<file path="config.mk">
export PLATFORM = sky130hd
export DESIGN_NAME = fan_curve_hysteresis_controller_flat
export DESIGN_NICKNAME = d
export VERILOG_FILES = /design/src/rtl/core/fchc_pkg.sv /design/src/rtl/core/fchc_if.sv /design/src/rtl/core/fchc_mul.sv /design/src/rtl/core/fchc_div.sv /design/src/rtl/core/fan_curve_hysteresis_controller.sv /design/src/flat_wrapper.sv
export SDC_FILE = /design/constraint.sdc
export NUM_CORES = 1
export LEC_CHECK = 0
export BUFFER_PORTS_ARGS = -buffer_cell sky130_fd_sc_hd__buf_2
export CAP_MARGIN = 20
export CELL_PAD_IN_SITES_DETAIL_PLACEMENT = 0
export CELL_PAD_IN_SITES_GLOBAL_PLACEMENT = 1
export CORE_MARGIN = 2
export CORE_UTILIZATION = 45
export CTS_BUF_LIST = sky130_fd_sc_hd__clkbuf_8
export CTS_CLUSTER_SIZE = 16
export DETAILED_ROUTE_END_ITERATION = 7
export GPL_ROUTABILITY_DRIVEN = 0
export GPL_TIMING_DRIVEN = 0
export PLACE_DENSITY = 0.84
export SYNTH_ARGS = -nofsm -noshare
export SYNTH_HDL_FRONTEND = slang
export SYNTH_SLANG_ARGS = --single-unit
</file>
<file path="constraint.sdc">
create_clock -name clk -period 10.7 [get_ports clk]
set_input_delay 1.07 -clock clk [delete_from_list [all_inputs] [get_ports clk]]
set_output_delay 1.07 -clock clk [all_outputs]
set_load 0.01 [all_outputs]
</file>
<file path="src/rtl/core/fchc_pkg.sv">
`default_nettype none

package fchc_pkg;

  localparam int TEMP_W      = 8;
  localparam int PCT_W       = 7;
  localparam int NUM_POINTS  = 8;
  localparam int SEG_W       = $clog2(NUM_POINTS);
  localparam int STEP_CNT_W  = 4;
  localparam int HYST_W      = 7;
  localparam int CFG_DATA_W  = 64;
  localparam int CFG_IDX_W   = 3;
  localparam int POINT_W     = 16;

  // Serial datapath widths: |p1 - p0| times (t - t0), divided by (t1 - t0).
  localparam int MCAND_W     = PCT_W;
  localparam int MPLIER_W    = TEMP_W;
  localparam int PROD_W      = MCAND_W + MPLIER_W;
  localparam int QUOT_W      = PCT_W;
  localparam int MUL_CNT_W   = $clog2(MPLIER_W);
  localparam int DIV_CNT_W   = $clog2(QUOT_W);

  localparam logic [PCT_W-1:0] PCT_MAX = PCT_W'(100);

  typedef enum logic [CFG_IDX_W-1:0] {
    REG_STEPS_LOW   = 3'd0,
    REG_STEPS_HIGH  = 3'd1,
    REG_STEP_COUNT  = 3'd2,
    REG_HYSTERESIS  = 3'd3,
    REG_START_POWER = 3'd4,
    REG_ZERO_FAN    = 3'd5
  } cfg_reg_t;

  // Handshake between the sequencer and a serial arithmetic unit.
  typedef struct packed {
    logic start;
  } unit_cmd_t;

  typedef struct packed {
    logic done;
  } unit_sts_t;

  function automatic logic [PCT_W-1:0] sat_pct(input logic [7:0] raw);
    if (raw > {1'b0, PCT_MAX}) begin
      return PCT_MAX;
    end
    return raw[PCT_W-1:0];
  endfunction

endpackage

`default_nettype wire

</file>
<file path="src/rtl/core/fchc_if.sv">
`default_nettype none

interface fchc_sample_if;
  logic                                 valid;
  logic                                 ready;
  logic signed [fchc_pkg::TEMP_W-1:0]   temperature;
  logic                                 fan_stopped;

  modport source(output valid, temperature, fan_stopped, input ready);
  modport sink(input valid, temperature, fan_stopped, output ready);
endinterface

interface fchc_result_if;
  logic                        valid;
  logic                        ready;
  logic                        apply;
  logic [fchc_pkg::PCT_W-1:0]  power;
  logic                        kick;

  modport source(output valid, apply, power, kick, input ready);
  modport sink(input valid, apply, power, kick, output ready);
endinterface

`default_nettype wire

</file>
<file path="src/rtl/core/fchc_mul.sv">
`default_nettype none

module fchc_mul (
  input  wire                                 clk,
  input  wire                                 rst,
  input  fchc_pkg::unit_cmd_t                 cmd,
  input  wire [fchc_pkg::MCAND_W-1:0]         mcand,
  input  wire [fchc_pkg::MPLIER_W-1:0]        mplier,
  output fchc_pkg::unit_sts_t                 sts,
  output logic [fchc_pkg::PROD_W-1:0]         product
);

  logic                                active;
  logic                                done;
  logic [fchc_pkg::MUL_CNT_W-1:0]      cnt;
  logic [fchc_pkg::PROD_W-1:0]         mc;
  logic [fchc_pkg::MPLIER_W-1:0]       mp;

  // One multiplier bit per cycle, least significant first.
  always_ff @(posedge clk) begin
    if (rst) begin
      active <= 1'b0;
      done   <= 1'b0;
    end else begin
      done <= 1'b0;
      if (cmd.start) begin
        active  <= 1'b1;
        cnt     <= '0;
        product <= '0;
        mc      <= fchc_pkg::PROD_W'(mcand);
        mp      <= mplier;
      end else if (active) begin
        if (mp[0]) begin
          product <= product + mc;
        end
        mc  <= {mc[fchc_pkg::PROD_W-2:0], 1'b0};
        mp  <= {1'b0, mp[fchc_pkg::MPLIER_W-1:1]};
        cnt <= cnt + 1'b1;
        if (cnt == fchc_pkg::MUL_CNT_W'(fchc_pkg::MPLIER_W - 1)) begin
          active <= 1'b0;
          done   <= 1'b1;
        end
      end
    end
  end

  assign sts.done = done;

endmodule

`default_nettype wire

</file>
<file path="src/rtl/core/fchc_div.sv">
`default_nettype none

module fchc_div (
  input  wire                                 clk,
  input  wire                                 rst,
  input  fchc_pkg::unit_cmd_t                 cmd,
  input  wire [fchc_pkg::PROD_W-1:0]          dividend,
  input  wire [fchc_pkg::MPLIER_W-1:0]        divisor,
  output fchc_pkg::unit_sts_t                 sts,
  output logic [fchc_pkg::QUOT_W-1:0]         quotient
);

  logic                                active;
  logic                                done;
  logic [fchc_pkg::DIV_CNT_W-1:0]      cnt;
  logic [fchc_pkg::PROD_W-1:0]         rem;
  logic [fchc_pkg::PROD_W-1:0]         dsh;
  logic                                fits;

  // The quotient is known to fit in QUOT_W bits, so the divisor starts
  // aligned to the top quotient bit and moves right one place per cycle.
  assign fits = (rem >= dsh);

  always_ff @(posedge clk) begin
    if (rst) begin
      active <= 1'b0;
      done   <= 1'b0;
    end else begin
      done <= 1'b0;
      if (cmd.start) begin
        active   <= 1'b1;
        cnt      <= '0;
        rem      <= dividend;
        dsh      <= fchc_pkg::PROD_W'({divisor, {(fchc_pkg::QUOT_W - 1){1'b0}}});
        quotient <= '0;
      end else if (active) begin
        if (fits) begin
          rem <= rem - dsh;
        end
        quotient <= {quotient[fchc_pkg::QUOT_W-2:0], fits};
        dsh      <= {1'b0, dsh[fchc_pkg::PROD_W-1:1]};
        cnt      <= cnt + 1'b1;
        if (cnt == fchc_pkg::DIV_CNT_W'(fchc_pkg::QUOT_W - 1)) begin
          active <= 1'b0;
          done   <= 1'b1;
        end
      end
    end
  end

  assign sts.done = done;

endmodule

`default_nettype wire

</file>
<file path="src/rtl/core/fan_curve_hysteresis_controller.sv">
// Fan curve controller with hysteresis.
// The sample channel carries one temperature and a fan-stopped flag per
// transaction; the result channel returns exactly one transaction for each
// sample: apply, power and kick. Both channels use valid/ready handshakes.
// The curve, step count, hysteresis, start power and zero-fan mode are set
// through the write port (cfg_we, cfg_index, cfg_data). The user must write
// them only while the block is idle; the block itself does not enforce this.
// A sample that needs no interpolation goes from setup straight to the finish
// state, which loads the output register. An interpolated point first goes
// through the multiply and divide states: a bit-serial multiplier runs 8 steps
// and a restoring divider 7 steps, with sequencing states around them.
// One sample is processed at a time; the sample channel is ready again as
// soon as the previous result sits in the output register, even if the
// receiver has not taken it yet. A stalled receiver holds the result register
// and, once the next result is complete, holds the sequencer as well.
// Reset restores the default curve registers, forgets the last applied
// temperature so that the next sample always applies, and empties the
// output register.
`default_nettype none

module fan_curve_hysteresis_controller (
  input  wire                                 clk,
  input  wire                                 rst,
  input  wire                                 cfg_we,
  input  wire [fchc_pkg::CFG_IDX_W-1:0]       cfg_index,
  input  wire [fchc_pkg::CFG_DATA_W-1:0]      cfg_data,
  fchc_sample_if.sink                         sample,
  fchc_result_if.source                       result
);

  typedef enum logic [2:0] {
    S_IDLE,
    S_SETUP,
    S_MUL,
    S_DIV,
    S_FINISH
  } state_t;

  localparam int TW = fchc_pkg::TEMP_W;
  localparam int PW = fchc_pkg::PCT_W;
  localparam int NP = fchc_pkg::NUM_POINTS;
  localparam int SW = fchc_pkg::SEG_W;
  localparam int CW = fchc_pkg::STEP_CNT_W;
  localparam int BW = TW + 2;

  state_t state;

  logic [fchc_pkg::CFG_DATA_W-1:0]  steps_low;
  logic [fchc_pkg::CFG_DATA_W-1:0]  steps_high;
  logic [CW-1:0]                    step_count;
  logic [fchc_pkg::HYST_W-1:0]      hysteresis;
  logic [PW-1:0]                    start_power;
  logic                             zero_fan_allowed;

  logic signed [TW-1:0]             last_temp;
  logic                             have_last;

  logic signed [TW-1:0]             samp_temp;
  logic                             samp_stopped;

  logic [PW-1:0]                    base;
  logic                             neg;
  logic [fchc_pkg::MCAND_W-1:0]     mul_a;
  logic [fchc_pkg::MPLIER_W-1:0]    mul_b;
  logic [fchc_pkg::MPLIER_W-1:0]    den;
  fchc_pkg::unit_cmd_t              mul_cmd;
  fchc_pkg::unit_cmd_t              div_cmd;
  fchc_pkg::unit_sts_t              mul_sts;
  fchc_pkg::unit_sts_t              div_sts;
  logic [fchc_pkg::PROD_W-1:0]      product;
  logic [fchc_pkg::QUOT_W-1:0]      quotient;

  logic                             res_apply;
  logic [PW-1:0]                    res_power;
  logic                             res_kick;
  logic                             out_valid;
  logic                             out_apply;
  logic [PW-1:0]                    out_power;
  logic                             out_kick;

  logic [2*fchc_pkg::CFG_DATA_W-1:0] steps_all;
  logic signed [TW-1:0]             pt_temp [NP];
  logic [PW-1:0]                    pt_pct  [NP];
  logic [CW-1:0]                    n_eff;
  logic [SW-1:0]                    last_idx;
  logic [SW-1:0]                    seg;
  logic [SW-1:0]                    seg_nx;
  logic                             lo_case;
  logic                             hi_case;
  logic                             flat;
  logic [PW-1:0]                    direct_pct;
  logic signed [PW:0]               pdiff;
  logic signed [PW:0]               pdiff_abs;
  logic signed [TW:0]               tdiff;
  logic signed [TW:0]               tspan;
  logic signed [BW-1:0]             t_ext;
  logic signed [BW-1:0]             lo_bound;
  logic signed [BW-1:0]             hi_bound;
  logic                             passes;
  logic                             kick;
  logic                             go_interp;
  logic                             load_out;
  logic [PW-1:0]                    sp_sat;
  logic [PW-1:0]                    interp_pct;

  always_ff @(posedge clk) begin
    if (rst) begin
      steps_low        <= '0;
      steps_high       <= '0;
      step_count       <= CW'(1);
      hysteresis       <= '0;
      start_power      <= fchc_pkg::PCT_MAX;
      zero_fan_allowed <= 1'b0;
    end else if (cfg_we) begin
      unique case (fchc_pkg::cfg_reg_t'(cfg_index))
        fchc_pkg::REG_STEPS_LOW:   steps_low        <= cfg_data;
        fchc_pkg::REG_STEPS_HIGH:  steps_high       <= cfg_data;
        fchc_pkg::REG_STEP_COUNT:  step_count       <= cfg_data[CW-1:0];
        fchc_pkg::REG_HYSTERESIS:  hysteresis       <= cfg_data[fchc_pkg::HYST_W-1:0];
        fchc_pkg::REG_START_POWER: start_power      <= cfg_data[PW-1:0];
        fchc_pkg::REG_ZERO_FAN:    zero_fan_allowed <= cfg_data[0];
        default: ;
      endcase
    end
  end

  assign steps_all = {steps_high, steps_low};

  always_comb begin
    for (int i = 0; i < NP; i++) begin
      pt_temp[i] = steps_all[i*fchc_pkg::POINT_W +: TW];
      pt_pct[i]  = fchc_pkg::sat_pct(steps_all[i*fchc_pkg::POINT_W + TW +: 8]);
    end
  end

  always_comb begin
    if (step_count == '0) begin
      n_eff = CW'(1);
    end else if (step_count > CW'(NP)) begin
      n_eff = CW'(NP);
    end else begin
      n_eff = step_count;
    end
    last_idx = SW'(n_eff - CW'(1));

    seg = '0;
    for (int i = 0; i < NP - 1; i++) begin
      if ((CW'(i + 1) < n_eff) && (samp_temp > pt_temp[i])) begin
        seg = SW'(i);
      end
    end
    seg_nx = seg + SW'(1);

    lo_case = (samp_temp <= pt_temp[0]);
    hi_case = (samp_temp > pt_temp[last_idx]);
    flat    = (pt_temp[seg_nx] <= pt_temp[seg]);

    if (lo_case) begin
      direct_pct = pt_pct[0];
    end else if (hi_case) begin
      direct_pct = pt_pct[last_idx];
    end else begin
      direct_pct = pt_pct[seg];
    end

    pdiff     = $signed({1'b0, pt_pct[seg_nx]}) - $signed({1'b0, pt_pct[seg]});
    pdiff_abs = pdiff[PW] ? -pdiff : pdiff;
    tdiff     = {samp_temp[TW-1], samp_temp} - {pt_temp[seg][TW-1], pt_temp[seg]};
    tspan     = {pt_temp[seg_nx][TW-1], pt_temp[seg_nx]} - {pt_temp[seg][TW-1], pt_temp[seg]};

    t_ext    = BW'(samp_temp);
    lo_bound = BW'(last_temp) - $signed({3'b000, hysteresis});
    hi_bound = BW'(last_temp) + $signed({3'b000, hysteresis});
    passes   = !have_last || (t_ext <= lo_bound) || (t_ext >= hi_bound);
    kick     = !zero_fan_allowed && samp_stopped;
    sp_sat   = fchc_pkg::sat_pct({1'b0, start_power});

    go_interp = passes && !kick && !lo_case && !hi_case && !flat;
    load_out  = (state == S_FINISH) && (!out_valid || result.ready);

    interp_pct = neg ? (base - quotient) : (base + quotient);
  end

  fchc_mul u_mul (
    .clk     (clk),
    .rst     (rst),
    .cmd     (mul_cmd),
    .mcand   (mul_a),
    .mplier  (mul_b),
    .sts     (mul_sts),
    .product (product)
  );

  fchc_div u_div (
    .clk      (clk),
    .rst      (rst),
    .cmd      (div_cmd),
    .dividend (product),
    .divisor  (den),
    .sts      (div_sts),
    .quotient (quotient)
  );

  always_ff @(posedge clk) begin
    if (rst) begin
      state         <= S_IDLE;
      have_last     <= 1'b0;
      last_temp     <= '0;
      out_valid     <= 1'b0;
      mul_cmd.start <= 1'b0;
      div_cmd.start <= 1'b0;
    end else begin
      mul_cmd.start <= (state == S_SETUP) && go_interp;
      div_cmd.start <= (state == S_MUL) && mul_sts.done;
      if (load_out) begin
        out_valid <= 1'b1;
      end else if (out_valid && result.ready) begin
        out_valid <= 1'b0;
      end
      unique case (state)
        S_IDLE: begin
          if (sample.valid) begin
            samp_temp    <= sample.temperature;
            samp_stopped <= sample.fan_stopped;
            state        <= S_SETUP;
          end
        end
        S_SETUP: begin
          res_apply <= passes;
          res_kick  <= passes && kick;
          if (passes) begin
            last_temp <= samp_temp;
            have_last <= 1'b1;
          end
          if (!passes) begin
            res_power <= '0;
            state     <= S_FINISH;
          end else if (kick) begin
            res_power <= sp_sat;
            state     <= S_FINISH;
          end else if (lo_case || hi_case || flat) begin
            res_power <= direct_pct;
            state     <= S_FINISH;
          end else begin
            base  <= pt_pct[seg];
            neg   <= pdiff[PW];
            mul_a <= pdiff_abs[PW-1:0];
            mul_b <= tdiff[TW-1:0];
            den   <= tspan[TW-1:0];
            state <= S_MUL;
          end
        end
        S_MUL: begin
          if (mul_sts.done) begin
            state <= S_DIV;
          end
        end
        S_DIV: begin
          if (div_sts.done) begin
            res_power <= interp_pct;
            state     <= S_FINISH;
          end
        end
        S_FINISH: begin
          if (load_out) begin
            out_apply <= res_apply;
            out_power <= res_power;
            out_kick  <= res_kick;
            state     <= S_IDLE;
          end
        end
        default: state <= S_IDLE;
      endcase
    end
  end

  assign sample.ready = (state == S_IDLE);
  assign result.valid = out_valid;
  assign result.apply = out_apply;
  assign result.power = out_power;
  assign result.kick  = out_kick;

endmodule

`default_nettype wire

</file>
<file path="src/flat_wrapper.sv">
// flat-port wrapper written by rule: the top's interface ports become plain ports
module fan_curve_hysteresis_controller_flat 
  (clk, rst, cfg_we, cfg_index, cfg_data, sample_valid, sample_temperature, sample_fan_stopped, sample_ready, result_valid, result_apply, result_power, result_kick, result_ready);
  fchc_sample_if sample_i ();
  fchc_result_if result_i ();
  input  wire clk;
  input  wire rst;
  input  wire cfg_we;
  input  wire [fchc_pkg::CFG_IDX_W-1:0] cfg_index;
  input  wire [fchc_pkg::CFG_DATA_W-1:0] cfg_data;
  input wire logic [$bits(sample_i.valid)-1:0] sample_valid;
  input wire logic [$bits(sample_i.temperature)-1:0] sample_temperature;
  input wire logic [$bits(sample_i.fan_stopped)-1:0] sample_fan_stopped;
  output wire logic [$bits(sample_i.ready)-1:0] sample_ready;
  output wire logic [$bits(result_i.valid)-1:0] result_valid;
  output wire logic [$bits(result_i.apply)-1:0] result_apply;
  output wire logic [$bits(result_i.power)-1:0] result_power;
  output wire logic [$bits(result_i.kick)-1:0] result_kick;
  input wire logic [$bits(result_i.ready)-1:0] result_ready;
  assign sample_i.valid = sample_valid;
  assign sample_i.temperature = sample_temperature;
  assign sample_i.fan_stopped = sample_fan_stopped;
  assign sample_ready = sample_i.ready;
  assign result_valid = result_i.valid;
  assign result_apply = result_i.apply;
  assign result_power = result_i.power;
  assign result_kick = result_i.kick;
  assign result_i.ready = result_ready;
  fan_curve_hysteresis_controller u_core (.clk(clk), .rst(rst), .cfg_we(cfg_we), .cfg_index(cfg_index), .cfg_data(cfg_data), .sample(sample_i), .result(result_i));
endmodule
</file>
Yosys cells after proc, flatten, opt, wreduce, memory -nomap -nowiden:

Cells that the tools add are included.
Widths: inputs -> output; s select.

* register bits after elaboration: 304
* latch bits: 0
* memory bits (writable): 0
* memory bits (read-only): 0
* input port bits: 81
* output and inout bits: 11
* word-level logic and storage cells: 258
* memories kept: 0

* $add $sub $neg: 14
* multiply operators: 0
* divide/modulo/power cells: 0
* order comparisons: 31
* equality and inequality tests: 16
* shifts and indexed selects: 0
* mux-type cells: 94
* bitwise operators: 8
* reduce and logical (&&, ||, !) cells: 56

Operators with widths (count)
* $mux 7: 34
* $mux 15: 6
* $bmux 8 s3: 3
* $gt 8x7->1 const B: 8
* $mux 8: 8
* $bmux 7 s3: 3
* $gt 8x8->1: 7
* $mux 3: 12
* $mux 14: 2
* $mux 1: 20
* $reduce_and 2->1: 10
* $le 8x8->1: 2
* $logic_and 1x1->1: 16
* $lt 3x4->1 const A: 4
* $sub 8x8->8: 2
* $add 15x15->15: 1
* $eq 3x3->1 const B: 5
* $ge 15x14->1: 1
* $pmux 3 s5: 1
* $sub 15x14->15: 1
* $pmux 7 s2: 1
* $eq 3x2->1 const B: 4
* $ge 4x4->1 const B: 3
* $not 3->4: 3
* other kinds (29): 62

Depth between registers and ports, before layout:

* depth after elaboration: 22
* mapped depth: 32
* depth with buffers taken out: 26

By module:

A second synthesis with hierarchy kept.

* cells, all modules: 2251
* area total of the unflattened synthesis: 20063.0 um^2

Modules (own cells, without submodules)
* fan_curve_hysteresis_controller: times used 1, cells each 1809, area each 15162.0 um^2, sequential area each 4984.8 um^2
* fchc_mul: times used 1, cells each 201, area each 2454.9 um^2, sequential area each 1271.2 um^2
* fchc_div: times used 1, cells each 241, area each 2446.1 um^2, sequential area each 1211.2 um^2

Least setup slack after synthesis:

OpenSTA, ideal clock, no wires.

* kind: register to register
* start: reg u_core.step_count[2]
* end: reg u_core.base[0] (enable)
* library setup time: 0.497 ns
* arrival: 8.981 ns
* data required time: 10.203 ns
* slack: 1.222 ns
* stages on the path, launching flop included: 32
* path buffers: 8
* clock period less this slack: 9.478 ns
* cells stage by stage: dfxtp_1 -> buf_4 -> nor2_1 -> nor2_1 -> nor2_2 -> buf_2 -> buf_2 -> ha_1 -> a21o_1 -> o21ai_1 -> or4_1 -> buf_2 -> o21ai_4 -> o21ai_4 -> inv_2 -> buf_4 -> buf_2 -> ha_1 -> buf_1 -> clkbuf_1 -> mux4_2 -> mux2i_1 -> ha_1 -> fa_1 -> nor2b_1 -> o21ai_0 -> a21boi_0 -> o21a_1 -> o21ai_0 -> a31oi_1 -> nand3b_1 -> nor4_1

* word-level cells in the longest chain between the ends: 20
* elaborated cells on any way between the ends: 42
* those cells by class: add/sub: 2; order compare: 9; mux: 17; bitwise: 4; reduce/logical: 10

Ends and longest elaborated chain
* start, declared: line fan_curve_hysteresis_controller.sv:50 `logic [CW-1:0] step_count;`
* start signal, assigned: line fan_curve_hysteresis_controller.sv:118 `fchc_pkg::REG_STEP_COUNT: step_count <= cfg_data[CW-1:0];`
* $gt 4x4->1: line fan_curve_hysteresis_controller.sv:139 `end else if (step_count > CW'(NP)) begin`
* $mux 4: line fan_curve_hysteresis_controller.sv:139
* $mux 4 *: line fan_curve_hysteresis_controller.sv:137 `if (step_count == '0) begin`
* $lt 2x4->1: line fan_curve_hysteresis_controller.sv:148 `if ((CW'(i + 1) < n_eff) && (samp_temp > pt_temp[i])) begin`
* $logic_and 1x1->1: line fan_curve_hysteresis_controller.sv:148
* $mux 1: line fan_curve_hysteresis_controller.sv:148
* $mux 2 (2 in a row): line fan_curve_hysteresis_controller.sv:148
* $mux 3 (3 in a row): line fan_curve_hysteresis_controller.sv:148
* $add 3x1->3: line fan_curve_hysteresis_controller.sv:152 `seg_nx = seg + SW'(1);`
* $not 3->4 (not written as such): line fan_curve_hysteresis_controller.sv:156 `flat = (pt_temp[seg_nx] <= pt_temp[seg]);`
* $bmux 8 s3
* $mux 8 (2 in a row)
* $le 8x8->1: line fan_curve_hysteresis_controller.sv:156
* $logic_or 1x1->1 *: line fan_curve_hysteresis_controller.sv:241 `end else if (lo_case || hi_case || flat) begin`
* $not 1->1 (no line) *
* $reduce_and 5->1 (no line) *
* end signal, assigned: line fan_curve_hysteresis_controller.sv:245 `base <= pt_pct[seg];`
* end, declared: line fan_curve_hysteresis_controller.sv:61 `logic [PW-1:0] base;`

Mark *: on every way between the ends. The rest lies on a longest branch, timed or not. The select of a mux whose other input is x is not followed.
A chain may end at the register's enable or synchronous reset.

Worst setup path after layout:

* start: reg u_core.step_count[2]
* end: reg u_core.base[4] (enable)

Same word-level chain as after synthesis.

==> metrics <==
outcome finished clean; vias per inst 5.85; pin count of the biggest net entering global routing 19; Filler cells 4030; # IOs 92; Routed Antenna Nets 0; Root Buffer clkbuf_8; Fmax slightly above 100 MHz; Mapped Cells between 2000 and 2500; Worst setup startpoint u_core.step_count[2]; Seq/Total Area, Yosys 0.380; Worst Setup End Kind flop; Die Wd 213 µm; NetSw 0.793 mW; Period minus WS final approximately 9.7 ns; first-pass GRT wire length around 95000 µm; TritonCTS buffer count 51; Post-synth EDFFs between 100 and 150; leakage power ~8.4 nW; yosys warns 0; clk sinks slightly above 300; area grow syn2layout 11.8%; PD cells ~130 nW/µm²; Critical Path RT approximately 11 ns; critical path type reg2reg; worst-skew pair later-pin latency around 0.64 ns; Routed wire per std cell around 21 µm; RSZ-0062 raised after global routing no; First DRT Iteration DRCs about 1700; Synth cell types 88; hold path depth 0; CTS tree yes; std cell rows between 70 and 80; multi-input logic area roughly 11000 µm²; Slew Limit Fails 0; #FFs+latches synth about 300; maximum resistive drop on vdd 97.9 µV; Total Wirelength ~63000 µm; Detail Placement HPWL approximately 50000 µm; r2r startpoint u_core.step_count[2]; slowest CP cell nor4_2; Post-CTS Resized 0; Synth async-reset ratio 0; H-tree Lvls 2; Arrival @ worst endpoint about 10 ns; syn_nets roughly 2400; Total GRT Usage 0.279; detailed-route DRC error count 0; crit path max fanout 10; Synth Area in XOR/XNOR 0.0307; # Post-CTS Setup Buffers 0; Synth Area in Simple Gates 0.171; CTS Buffer Depth 3; max incr delay on CP a little over 0.8 ns; final clock skew a little under 0.02 ns; Max-slew headroom 0.243; NumNets Final ~2600; combinational power share 0.174; Power Internal a little under 2 mW; Detailed Routing Iterations Pass 1 8; class of the worst hold path reg2reg; Sw Share 0.288; Post-Syn Area slightly below 20000 µm²; Slew @ Worst Pin roughly 1.1 ns; final cycle utilization of the critical path 0.904; Worst Hold Launch u_core.res_power[1]; Post-Synth Adder-Cell Area 0.111; Initial Utilization 0.456; initial antenna violation count 1; Synth Area in Compound Gates 0.154; sequential share of power 0.463; final hold violations 0; Clk pwr share 0.363; setup violators final 0; share of cells above drive strength 1 0.126; number of global-route vias before repair ~17000; Congestion Overflow GR 0; Main synth FF type dfxtp_1; Design Area, Final approximately 22000 µm²; die area 45300 µm²; largest family of logic cells by synthesized area simple AND/OR/NAND/NOR gates; Reg clk slew, reported paths ~0.060 ns; multiplexer share of the synthesized area 0.104; Port Buffers 88; setup tns final 0 ns; CORE AREA 43100 µm²; vias approximately 17000; FF+latch area 7470 µm²; hold_buf cts 0; Max-Cap Viols 0; Worst Reg-to-Reg Cells 30; startpoint types flop; Avg Inst Size Synth about 9 µm²; Area after DPL 20900 µm²; die height roughly 210 µm
==> registers in the layout, summed over array words and instances, names as in the netlist, 8 cells and up <==
register / cells
u_core.u_mul.mc: 15
u_core.u_div.rem: 15
u_core.u_mul.product: 15
u_core.steps_low: 64
u_core.mul_b: 8
u_core.steps_high: 64
u_core.u_div.dsh: 14
u_core.den: 8
u_core.last_temp: 8
u_core.u_mul.mp: 8
u_core.samp_temp: 8
==> stage by stage <==
step	total power [mW]	util	hold WS, ns	instances	worst slack [ns]
6_report	2.75	0.509	0.417	2942	1.03
5_1_grt	2.87	0.509	0.421	2941	0.583
4_1_cts	2.76	0.509	0.415	2940	1.21
3_5_place_dp	1.76	0.486	0.405	2845	1.22
3_3_place_gp	1.75	0.483	0.402	2837	-1.92
2_1_floorplan	1.62	-	0.400	2164	1.22
==> layout make-up <==
cell class,instances,share of cell area
inverters,140,0.0239
repair buffers,97,0.0257
multi-input cells,1621,0.512
flip-flops and latches,304,0.340
clock inverters,33,0.00644
well taps,585,0.0334
diodes,1,0.000114
clock buffers,62,0.0389
plain buffers,99,0.0192
==> Yosys cell counts (4+ instances only) <==
| cell | number | share of area |
|---|---|---|
| a211o_1 | 7 | 0.0031 |
| nor2_1 | 153 | 0.029 |
| or3_1 | 7 | 0.0022 |
| mux2_2 | 20 | 0.011 |
| xnor2_1 | 47 | 0.021 |
| edfxtp_1 | 138 | 0.21 |
| nand2_1 | 396 | 0.076 |
| nor2b_1 | 47 | 0.015 |
| o31ai_1 | 8 | 0.0031 |
| nand3_1 | 23 | 0.0059 |
| nand4_1 | 19 | 0.0061 |
| o21a_1 | 12 | 0.0046 |
| a21o_1 | 17 | 0.0065 |
| a211oi_1 | 10 | 0.0038 |
| xor2_1 | 18 | 0.0080 |
| inv_1 | 137 | 0.026 |
| o221ai_1 | 10 | 0.0045 |
| buf_2 | 15 | 0.0038 |
| a221oi_1 | 4 | 0.0018 |
| nand2b_1 | 18 | 0.0057 |
| a21boi_0 | 6 | 0.0023 |
| a31oi_1 | 23 | 0.0073 |
| fa_1 | 8 | 0.0082 |
| buf_4 | 4 | 0.0015 |
| dfxtp_1 | 166 | 0.17 |
| or2_2 | 5 | 0.0016 |
| a2111oi_0 | 8 | 0.0036 |
| clkbuf_1 | 74 | 0.014 |
| o21ai_0 | 92 | 0.023 |
| o21bai_1 | 9 | 0.0034 |
| a21oi_1 | 209 | 0.053 |
| ha_1 | 162 | 0.10 |
| o21ai_1 | 15 | 0.0038 |
| mux2i_1 | 56 | 0.029 |
| and3_1 | 6 | 0.0019 |
| and2_1 | 23 | 0.0073 |
| buf_1 | 4 | 0.00076 |
| nor3_1 | 39 | 0.0099 |
| mux4_2 | 55 | 0.063 |
| o211ai_1 | 15 | 0.0057 |
==> critical path: cells and delay by family (launching register included) <==
kind                     cells  cell delay (ns)
buffers and inverters        8             2.99
AND/OR/NAND/NOR              8             2.60
AO/OA/AOI/OAI                8             1.66
adder cells (fa/ha/maj)      4             1.35
multiplexers                 2             0.43
flip-flops                   1             0.30
==> cells by family (layout without fill, tap and decap cells) <==
group | after synthesis | in the layout
AO/OA/AOI/OAI | 492 | 492
XOR/XNOR | 67 | 67
adder cells (fa/ha/maj) | 170 | 170
buffers and inverters | 239 | 431
flip-flops | 304 | 304
multiplexers | 132 | 132
other | 0 | 1
AND/OR/NAND/NOR | 760 | 760
==> cell usage in the layout, fill, tap and decap left out, types with 7 or more instances in the layout <==
master,instances
and2_1,23
a2111oi_0,8
o21a_1,12
o31ai_1,8
a211oi_1,10
o21ai_0,92
nor3_1,37
o21bai_1,9
dfxtp_1,166
nand2b_1,18
a211o_1,7
edfxtp_1,138
xor2_1,18
xnor2_1,47
nor2_1,151
clkbuf_1,74
buf_2,104
mux2_2,20
o221ai_1,10
mux2i_1,56
or3_1,7
a21oi_1,209
a31oi_1,23
inv_1,159
nor2b_1,47
nand2_1,396
ha_1,162
fa_1,8
o211ai_1,15
nand4_1,19
nand3_1,23
a21o_1,17
mux4_2,55
clkbuf_8,63
o21ai_1,15
==> routing by layer <==
layer	share of wire	track usage	vias up	wire length (µm)
met5	0	0	-	0
met1	0.39	0.341	7986	24600
met4	0.071	0.174	0	4440
met3	0.091	0.0585	283	5740
li1	-	-	8013	-
met2	0.45	0.450	922	28100
==> worst paths after layout <==
path | to | slack, ns
max | u_core.base[4] | 1.03
min reg2reg | u_core.result.power[1] | 0.42
min | u_core.result.power[1] | 0.42
max reg2reg | u_core.base[4] | 1.03
==> power by group through the flow <==
stage                     logic (mW)  registers [mW]  clock network (mW)
after floorplan                0.333            1.28                   0
after global placement         0.451            1.30                   0
after detailed placement       0.466            1.30                   0
after CTS                      0.469            1.27                1.02
after global routing           0.523            1.27                1.07
final                          0.478            1.27               0.999
Power figures use the tool's default switching activity.
